## src/rtl/lsll_pkg.sv

```systemverilog
package lsll_pkg;

    localparam int LOG_ENTRIES = 256;

    // Q0.12 mantissa of log2(1 + i/256); every entry is below 4096.
    typedef logic [11:0] log_entry_t;
    typedef log_entry_t log_tab_t [LOG_ENTRIES];

    // Configuration register indexes.
    localparam logic [1:0] REG_ALPHA   = 2'd0;
    localparam logic [1:0] REG_NIGHT   = 2'd1;
    localparam logic [1:0] REG_DAY     = 2'd2;
    localparam logic [1:0] REG_SAMPLES = 2'd3;

    localparam logic [15:0] ALPHA_RESET   = 16'd6554;
    localparam logic [9:0]  NIGHT_RESET   = 10'd10;
    localparam logic [9:0]  DAY_RESET     = 10'd800;
    localparam logic [7:0]  SAMPLES_RESET = 8'd20;

    // Evaluated once at elaboration: 24 fraction bits by repeated squaring in
    // Q1.31 with truncation, then rounded half up to 12 bits.
    function automatic log_tab_t build_log_tab();
        log_tab_t    t;
        logic [63:0] x;
        logic [31:0] f;
        for (int i = 0; i < LOG_ENTRIES; i++)
        begin
            x = 64'(256 + i) << 23;
            f = 32'd0;
            for (int b = 0; b < 24; b++)
            begin
                x = (x * x) >> 31;
                f = f << 1;
                if (x >= 64'h1_0000_0000)
                begin
                    f = f | 32'd1;
                    x = x >> 1;
                end
            end
            t[i] = 12'((f + 32'd2048) >> 12);
        end
        return t;
    endfunction

    localparam log_tab_t LOG_TAB = build_log_tab();

endpackage

```

## src/rtl/light_sensor_log_level.sv

```systemverilog
// Smoothed light level from oversampled sums. Each request carries one sum
// of OVERSAMPLE readings and gives one result: the smoothed reading, a 0..100
// logarithmic level between the night and day points, and a ready flag. A
// request passes from acceptance to result through a bit-serial gain multiply
// and an add (both skipped for the very first, which only seeds the average), a
// bit-serial divide by OVERSAMPLE, three leading-one searches on a shared
// shift normaliser, a compare, a restoring divide of the level when it lies
// strictly between 0 and 100, and the load of the output register, which
// waits for that register to empty. A new request can be taken in the cycle
// after the result is loaded. A result waits in the output register while a
// new request is taken.
module light_sensor_log_level
    import lsll_pkg::*;
#(
    parameter int OVERSAMPLE = 16
)
(
    input  logic        clk,
    input  logic        rst_n,
    input  logic        in_valid,
    output logic        in_stall,
    input  logic [13:0] sample_sum,
    output logic        out_valid,
    input  logic        out_stall,
    output logic [9:0]  raw_value,
    output logic [6:0]  light_level,
    output logic        ready_res,
    input  logic        cfg_valid,
    output logic        cfg_ready,
    input  logic [1:0]  cfg_index,
    input  logic [15:0] cfg_data
);

    localparam int RW = $clog2(OVERSAMPLE + 1);
    localparam logic [RW:0] DIVISOR = (RW + 1)'(OVERSAMPLE);

    localparam logic [3:0] ST_IDLE  = 4'd0;
    localparam logic [3:0] ST_MUL   = 4'd1;
    localparam logic [3:0] ST_ADD   = 4'd2;
    localparam logic [3:0] ST_DIV   = 4'd3;
    localparam logic [3:0] ST_LOG   = 4'd4;
    localparam logic [3:0] ST_LSET  = 4'd5;
    localparam logic [3:0] ST_LPREP = 4'd6;
    localparam logic [3:0] ST_LDIV  = 4'd7;
    localparam logic [3:0] ST_FIN   = 4'd8;

    logic [3:0]  state_reg, state_next;
    logic [15:0] alpha_reg, alpha_next;
    logic [9:0]  night_reg, night_next;
    logic [9:0]  day_reg, day_next;
    logic [7:0]  samples_reg, samples_next;
    logic        seeded_reg, seeded_next;
    logic [7:0]  count_reg, count_next;
    logic        out_valid_reg, out_valid_next;
    logic [4:0]  cnt_reg, cnt_next;
    logic [1:0]  lsel_reg, lsel_next;

    logic [29:0]   acc_reg, acc_next;
    logic [29:0]   mag_reg, mag_next;
    logic          up_reg, up_next;
    logic [45:0]   prod_reg, prod_next;
    logic [29:0]   num_reg, num_next;
    logic [RW-1:0] rem_reg, rem_next;
    logic [29:0]   norm_reg, norm_next;
    logic [15:0]   lv_reg, lv_next;
    logic [15:0]   ln_reg, ln_next;
    logic [15:0]   ld_reg, ld_next;
    logic [9:0]    raw_reg, raw_next;
    logic [15:0]   range_reg, range_next;
    logic [15:0]   diff_reg, diff_next;
    logic [23:0]   nr_reg, nr_next;
    logic [6:0]    q_reg, q_next;
    logic [6:0]    level_reg, level_next;
    logic [9:0]    raw_out_reg, raw_out_next;
    logic [6:0]    level_out_reg, level_out_next;
    logic          ready_out_reg, ready_out_next;

    logic [29:0] target;
    logic [9:0]  night_pt;
    logic [10:0] day_pt;
    logic [RW:0] trial;
    logic        ge;
    logic [29:0] quot;
    logic [30:0] raw_sum;
    logic [29:0] v_floor;
    logic [15:0] log_val;
    logic [22:0] dshift;
    logic [15:0] range_c;
    logic [15:0] diff_c;

    assign in_stall    = (state_reg != ST_IDLE);
    assign cfg_ready   = 1'b1;
    assign out_valid   = out_valid_reg;
    assign raw_value   = raw_out_reg;
    assign light_level = level_out_reg;
    assign ready_res   = ready_out_reg;

    assign target   = {sample_sum, 16'd0};
    assign night_pt = (night_reg == 10'd0) ? 10'd1 : night_reg;
    assign day_pt   = (day_reg <= night_pt) ? ({1'b0, night_pt} + 11'd1) : {1'b0, day_reg};
    assign trial    = {rem_reg, num_reg[29]};
    assign ge       = (trial >= DIVISOR);
    assign quot     = {num_reg[28:0], ge};
    assign raw_sum  = {1'b0, quot} + 31'd32768;
    assign v_floor  = (quot < 30'd65536) ? 30'd65536 : quot;
    assign log_val  = {4'(4'd13 - cnt_reg[3:0]), LOG_TAB[norm_reg[28:21]]};
    assign dshift   = 23'({range_reg, 1'b0}) << cnt_reg[2:0];
    assign range_c  = (ld_reg > ln_reg) ? (ld_reg - ln_reg) : 16'd1;
    assign diff_c   = lv_reg - ln_reg;

    always_comb
    begin
        state_next     = state_reg;
        alpha_next     = alpha_reg;
        night_next     = night_reg;
        day_next       = day_reg;
        samples_next   = samples_reg;
        seeded_next    = seeded_reg;
        count_next     = count_reg;
        out_valid_next = out_valid_reg && out_stall;
        cnt_next       = cnt_reg;
        lsel_next      = lsel_reg;
        acc_next       = acc_reg;
        mag_next       = mag_reg;
        up_next        = up_reg;
        prod_next      = prod_reg;
        num_next       = num_reg;
        rem_next       = rem_reg;
        norm_next      = norm_reg;
        lv_next        = lv_reg;
        ln_next        = ln_reg;
        ld_next        = ld_reg;
        raw_next       = raw_reg;
        range_next     = range_reg;
        diff_next      = diff_reg;
        nr_next        = nr_reg;
        q_next         = q_reg;
        level_next     = level_reg;
        raw_out_next   = raw_out_reg;
        level_out_next = level_out_reg;
        ready_out_next = ready_out_reg;

        if (cfg_valid)
        begin
            unique case (cfg_index)
                REG_ALPHA:   alpha_next   = cfg_data;
                REG_NIGHT:   night_next   = cfg_data[9:0];
                REG_DAY:     day_next     = cfg_data[9:0];
                REG_SAMPLES: samples_next = cfg_data[7:0];
            endcase
        end

        unique case (state_reg)
            ST_IDLE:
            begin
                if (in_valid)
                begin
                    seeded_next = 1'b1;
                    if (count_reg != 8'd255)
                        count_next = count_reg + 8'd1;
                    if (!seeded_reg)
                    begin
                        acc_next   = target;
                        num_next   = target;
                        rem_next   = '0;
                        cnt_next   = 5'd29;
                        state_next = ST_DIV;
                    end
                    else
                    begin
                        up_next    = (target >= acc_reg);
                        mag_next   = (target >= acc_reg) ? (target - acc_reg)
                                                         : (acc_reg - target);
                        prod_next  = '0;
                        cnt_next   = 5'd15;
                        state_next = ST_MUL;
                    end
                end
            end
            ST_MUL:
            begin
                // Gain bits from the top down, one shift and add a cycle.
                prod_next = {prod_reg[44:0], 1'b0}
                          + (alpha_reg[cnt_reg[3:0]] ? 46'(mag_reg) : 46'd0);
                cnt_next  = cnt_reg - 5'd1;
                if (cnt_reg == 5'd0)
                    state_next = ST_ADD;
            end
            ST_ADD:
            begin
                acc_next   = up_reg ? (acc_reg + 30'((prod_reg + 46'd32768) >> 16))
                                    : (acc_reg - 30'((prod_reg + 46'd32768) >> 16));
                num_next   = acc_next;
                rem_next   = '0;
                cnt_next   = 5'd29;
                state_next = ST_DIV;
            end
            ST_DIV:
            begin
                rem_next = ge ? RW'(trial - DIVISOR) : RW'(trial);
                num_next = quot;
                cnt_next = cnt_reg - 5'd1;
                if (cnt_reg == 5'd0)
                begin
                    // Rounding the quotient by 2^16 equals rounding the
                    // average by OVERSAMPLE * 2^16.
                    raw_next   = (raw_sum[30:16] > 15'd1023) ? 10'd1023
                                                             : raw_sum[25:16];
                    norm_next  = v_floor;
                    lsel_next  = 2'd0;
                    cnt_next   = 5'd0;
                    state_next = ST_LOG;
                end
            end
            ST_LOG:
            begin
                if (norm_reg[29])
                begin
                    cnt_next = 5'd0;
                    unique case (lsel_reg)
                        2'd0:
                        begin
                            lv_next   = log_val;
                            norm_next = {4'd0, night_pt, 16'd0};
                            lsel_next = 2'd1;
                        end
                        2'd1:
                        begin
                            ln_next   = log_val;
                            norm_next = {3'd0, day_pt, 16'd0};
                            lsel_next = 2'd2;
                        end
                        default:
                        begin
                            ld_next    = log_val;
                            state_next = ST_LSET;
                        end
                    endcase
                end
                else
                begin
                    norm_next = {norm_reg[28:0], 1'b0};
                    cnt_next  = cnt_reg + 5'd1;
                end
            end
            ST_LSET:
            begin
                range_next = range_c;
                diff_next  = diff_c;
                if (lv_reg <= ln_reg)
                begin
                    level_next = 7'd0;
                    state_next = ST_FIN;
                end
                else if (diff_c >= range_c)
                begin
                    level_next = 7'd100;
                    state_next = ST_FIN;
                end
                else
                    state_next = ST_LPREP;
            end
            ST_LPREP:
            begin
                // Twice the numerator plus the range rounds the quotient.
                nr_next    = {1'b0, diff_reg, 7'd0} + {2'd0, diff_reg, 6'd0}
                           + {5'd0, diff_reg, 3'd0} + {8'd0, range_reg};
                q_next     = '0;
                cnt_next   = 5'd6;
                state_next = ST_LDIV;
            end
            ST_LDIV:
            begin
                if (nr_reg >= {1'b0, dshift})
                begin
                    nr_next = nr_reg - {1'b0, dshift};
                    q_next  = {q_reg[5:0], 1'b1};
                end
                else
                    q_next = {q_reg[5:0], 1'b0};
                cnt_next = cnt_reg - 5'd1;
                if (cnt_reg == 5'd0)
                begin
                    level_next = q_next;
                    state_next = ST_FIN;
                end
            end
            ST_FIN:
            begin
                if (!out_valid_reg || !out_stall)
                begin
                    raw_out_next   = raw_reg;
                    level_out_next = level_reg;
                    ready_out_next = (count_reg >= samples_reg);
                    out_valid_next = 1'b1;
                    state_next     = ST_IDLE;
                end
            end
            default:
                state_next = ST_IDLE;
        endcase
    end

    always_ff @(posedge clk or negedge rst_n)
    begin
        if (!rst_n)
        begin
            state_reg     <= ST_IDLE;
            alpha_reg     <= ALPHA_RESET;
            night_reg     <= NIGHT_RESET;
            day_reg       <= DAY_RESET;
            samples_reg   <= SAMPLES_RESET;
            seeded_reg    <= 1'b0;
            count_reg     <= 8'd0;
            out_valid_reg <= 1'b0;
            cnt_reg       <= 5'd0;
            lsel_reg      <= 2'd0;
            acc_reg       <= 30'd0;
        end
        else
        begin
            state_reg     <= state_next;
            alpha_reg     <= alpha_next;
            night_reg     <= night_next;
            day_reg       <= day_next;
            samples_reg   <= samples_next;
            seeded_reg    <= seeded_next;
            count_reg     <= count_next;
            out_valid_reg <= out_valid_next;
            cnt_reg       <= cnt_next;
            lsel_reg      <= lsel_next;
            acc_reg       <= acc_next;
        end
    end

    always_ff @(posedge clk)
    begin
        mag_reg       <= mag_next;
        up_reg        <= up_next;
        prod_reg      <= prod_next;
        num_reg       <= num_next;
        rem_reg       <= rem_next;
        norm_reg      <= norm_next;
        lv_reg        <= lv_next;
        ln_reg        <= ln_next;
        ld_reg        <= ld_next;
        raw_reg       <= raw_next;
        range_reg     <= range_next;
        diff_reg      <= diff_next;
        nr_reg        <= nr_next;
        q_reg         <= q_next;
        level_reg     <= level_next;
        raw_out_reg   <= raw_out_next;
        level_out_reg <= level_out_next;
        ready_out_reg <= ready_out_next;
    end

`ifndef SYNTHESIS
    a_busy_after_accept: assert property (@(posedge clk) disable iff (!rst_n)
        (in_valid && !in_stall) |=> in_stall)
        else $error("block took a request without going busy");

    a_seeded_when_busy: assert property (@(posedge clk) disable iff (!rst_n)
        (state_reg != ST_IDLE) |-> seeded_reg)
        else $error("work in progress without a seeded average");

    a_level_range: assert property (@(posedge clk) disable iff (!rst_n)
        out_valid |-> (light_level <= 7'd100))
        else $error("level above one hundred");

    a_result_once: assert property (@(posedge clk) disable iff (!rst_n)
        (state_reg == ST_FIN && state_next == ST_IDLE) |=> out_valid)
        else $error("finished result not presented");
`endif

endmodule
```

## config.mk

```make
export PLATFORM = sky130hd
export DESIGN_NAME = light_sensor_log_level
export DESIGN_NICKNAME = d
export VERILOG_FILES = /design/src/rtl/lsll_pkg.sv /design/src/rtl/light_sensor_log_level.sv
export SDC_FILE = /design/constraint.sdc
export NUM_CORES = 1
export LEC_CHECK = 0
export BUFFER_PORTS_ARGS = -buffer_cell sky130_fd_sc_hd__buf_2
export CAP_MARGIN = 40
export CORE_MARGIN = 2
export CORE_UTILIZATION = 52
export DETAILED_ROUTE_END_ITERATION = 12
export GPL_TIMING_DRIVEN = 0
export PLACE_DENSITY_LB_ADDON = 0.3
export SETUP_SLACK_MARGIN = 0.2
export SLEW_MARGIN = 40
export SYNTH_ARGS = -nofsm -noshare
export SYNTH_HDL_FRONTEND = slang
export SYNTH_SLANG_ARGS = --single-unit
```

## constraint.sdc

```tcl
create_clock -name clk -period 13 [get_ports clk]
set_input_delay 1.3 -clock clk [delete_from_list [all_inputs] [get_ports clk]]
set_output_delay 1.3 -clock clk [all_outputs]
set_load 0.02 [all_outputs]
```

==> impl_metrics.yaml <==
grt:
  grt_max_degree: 53
  antenna_found_initial: 3
  grtUsageTotal_pct: 32.29
  grt-ovfl-total: 0
  grt_pass1_vias: 25120
  grt_pass1_wl_um: 148800
setup_path:
  slowest_stage: "a221oi_1"
  path_common_cell: "a21o_1"
  cp_num_buf_inv: 3
  r2r-start: "ld_reg[0]"
  cp-startpoint: "ld_reg[0]"
  path_max_fanout: 10
  critPathTopFamily: "compound AO/OA/AOI/OAI gates"
  arrival_ps: 6470
  worstPathRequired_ps: 13320
  worst_setup_path_end_kind: "register"
  cp-start-kind: "register"
  crit_path_max_incr_delay_ps: 450
  crit_type: "register to register"
place:
  placed_area_um2: 31250
  io_buffers: 56
  dpl.hpwl_um: 74550
  placedCellCount: 4035
  dp_slack_ps: 6810
  finalWeightedCongestion: 0.9870
sta:
  hold_viol: 0
  fin_skew_ps: 48.39
  slew-limit-headroom_pct: 40.64
  worst_slew_pin_slew_ps: 890.5
  holdWs_ps: 422.9
  fmax_mhz: 162.6
  setup_violations: 0
  setup_ws_ps: 6849
  fin_crit_sh_pct: 47.32
  rsz0062_at_grt: "false"
  report.final.slew_viol_count: 0
  fin_crit_ps: 6151
  setup-tns-final_ps: 0
synthesis:
  yosys_warnings: 0
  ys_top_cells_by_area: "edfxtp_1 29%, ha_1 9.9%, dfrtp_1 6.8%, xnor2_1 4.2%, a21oi_1 4.0%"
  synth_cell_type_count: 85
  synth_flop_cell: "edfxtp_1"
  synth_cells: 3209
  yosysTopAreaCell: "edfxtp_1"
  syn_avg_cell_area_um2: 9.264
  synth_fp_nets: 3509
  ys_ff_latch: 382
  netlist.area_leader.share_pct: 28.99
  synth_edf_count: 287
  syn_area_um2: 29730
  synth_seq_area_share_pct: 37.05
  synth-async-reset-ratio_pct: 24.87
floorplan:
  dieArea_um2: 59100
  core_area_um2: 56500
  initial_utilization_pct: 52.62
  rows: 87
  die_h_um: 243.1
  die_width_um: 243.1
  pin_count: 58
clock_tree:
  cts_resized: 0
  cts_buffers: 44
  cts_root_buffer: "clkbuf_16"
  path_clk_slew_ps: 60
  h-tree-depth: 2
  cts_tree: "done"
  cts_setup_buffers: 0
  clock-sinks: 382
  insertion_delay_ps: 610
  clockBufferDepth: 3
  cts_hold_buf: 0
run_status:
  status: "finished clean"
detailed_routing:
  drt_wl_total_um: 96900
  drt_pre_antenna_iters: 6
  drt_iter0_markers: 2893
  vias_per_cell: 6.348
  wl_per_cell_um: 23.54
  via_count: 26130
  ant_nets: 0
  drc: 0
pwr:
  total_power_mw: 9.944
  p_per_area_nw_per_um2: 303.1
  max-vdd-ir-drop_mv: 0.1988
  leakage_nw: 13.30
worst_hold_path:
  min-delay-start: "level_reg[3]"
  hp-class: "register to register"
final_layout:
  fin_util_pct: 58.08
  fin_area_um2: 32810
  nets: 3625
  finalNonFillerCells: 4117
  largest_reg_flops: 46
  syn2layout_area_growth_pct: 10.37
  drive_gt1_share_pct: 8.780
job:
  drv_cap: 0
[per-layer routing]
| layer | wire length [um] | share of wire, % | vias up | track usage, % |
|---|---|---|---|---|
| met1 | 42820 | 44 | 12630 | 46.08 |
| met5 | 9 | 0.0093 | - | 0 |
| met3 | 8957 | 9.2 | 196 | 5.805 |
| met2 | 42390 | 44 | 1283 | 50.12 |
| met4 | 2727 | 2.8 | 2 | 9.545 |
| li1 | - | - | 12020 | - |
[cell type report]
class                           count  area, um2
Antenna cell                        1      2.502
Clock inverter                     26      400.4
Multi-Input combinational cell   2524      17640
Clock buffer                       55       1152
Timing Repair Buffer               70      478.0
Sequential cell                   382      11010
Tap cell                          756      945.9
Buffer                            162      648.1
Inverter                          141      529.3
Fill cell                        4847      23690
[cells in the final DEF, fill, tap and decap left out, drive strengths merged, types with 41 or more instances in the layout]
cell	count
mux2	48
ha	235
and2	70
nand3	73
a21o	96
mux2i	51
nor2	280
nor3	67
inv	141
o211ai	41
a211oi	49
a21oi	240
xnor2	142
nand2	312
dfrtp	81
o21ai	218
clkbuf	184
edfxtp	287
buf	103
xor2	76
[power by group]
group / internal [mW] / leakage [nW] / switching (mW) / total, mW
logic: 2.38 / 8.75 / 3.91 / 6.29
clock network: 0.815 / 0.755 / 0.531 / 1.35
registers: 1.95 / 3.79 / 0.355 / 2.30
[cell usage after synthesis (all sizes together) (23+ instances only)]
cell,n
nand2,312
edfxtp,287
nor2,280
a21oi,240
ha,235
o21ai,218
xnor2,142
inv,137
clkbuf,129
a21o,96
dfrtp,81
xor2,76
nand3,73
and2,70
nor3,67
mux2i,51
a211oi,49
mux2,48
o211ai,41
nand4,39
a31oi,36
buf,33
nand2b,32
and3,30
nor2b,30
fa,28
o21a,27
o31ai,23
[worst paths after layout]
path | endpoint | slack (ps) | cells after the start
max reg2reg | level_reg[4] | 6850 | 26
min reg2reg | light_level[3] | 420 | 0
min | light_level[3] | 420 | 0
min in group asynchronous | alpha_reg[14] | 630 | 1
max | level_reg[4] | 6850 | 26
max in group asynchronous | day_reg[8] | 11740 | 2
[logic make-up (layout without fill, tap and decap cells)]
kind of cell | Yosys count | after routing | synth area share (%)
other | 1 | 2 | 0.01261
and+or+nand+nor | 1030 | 1030 | 16.64
adders and majority gates | 263 | 263 | 11.78
muxes | 116 | 116 | 4.823
DFF | 382 | 382 | 37.05
AOI/OAI and AO/OA | 896 | 896 | 19.34
xor gates and xnor gates | 218 | 218 | 6.423
buffers and inverters | 303 | 454 | 3.939
Power figures use the tool's default switching activity.
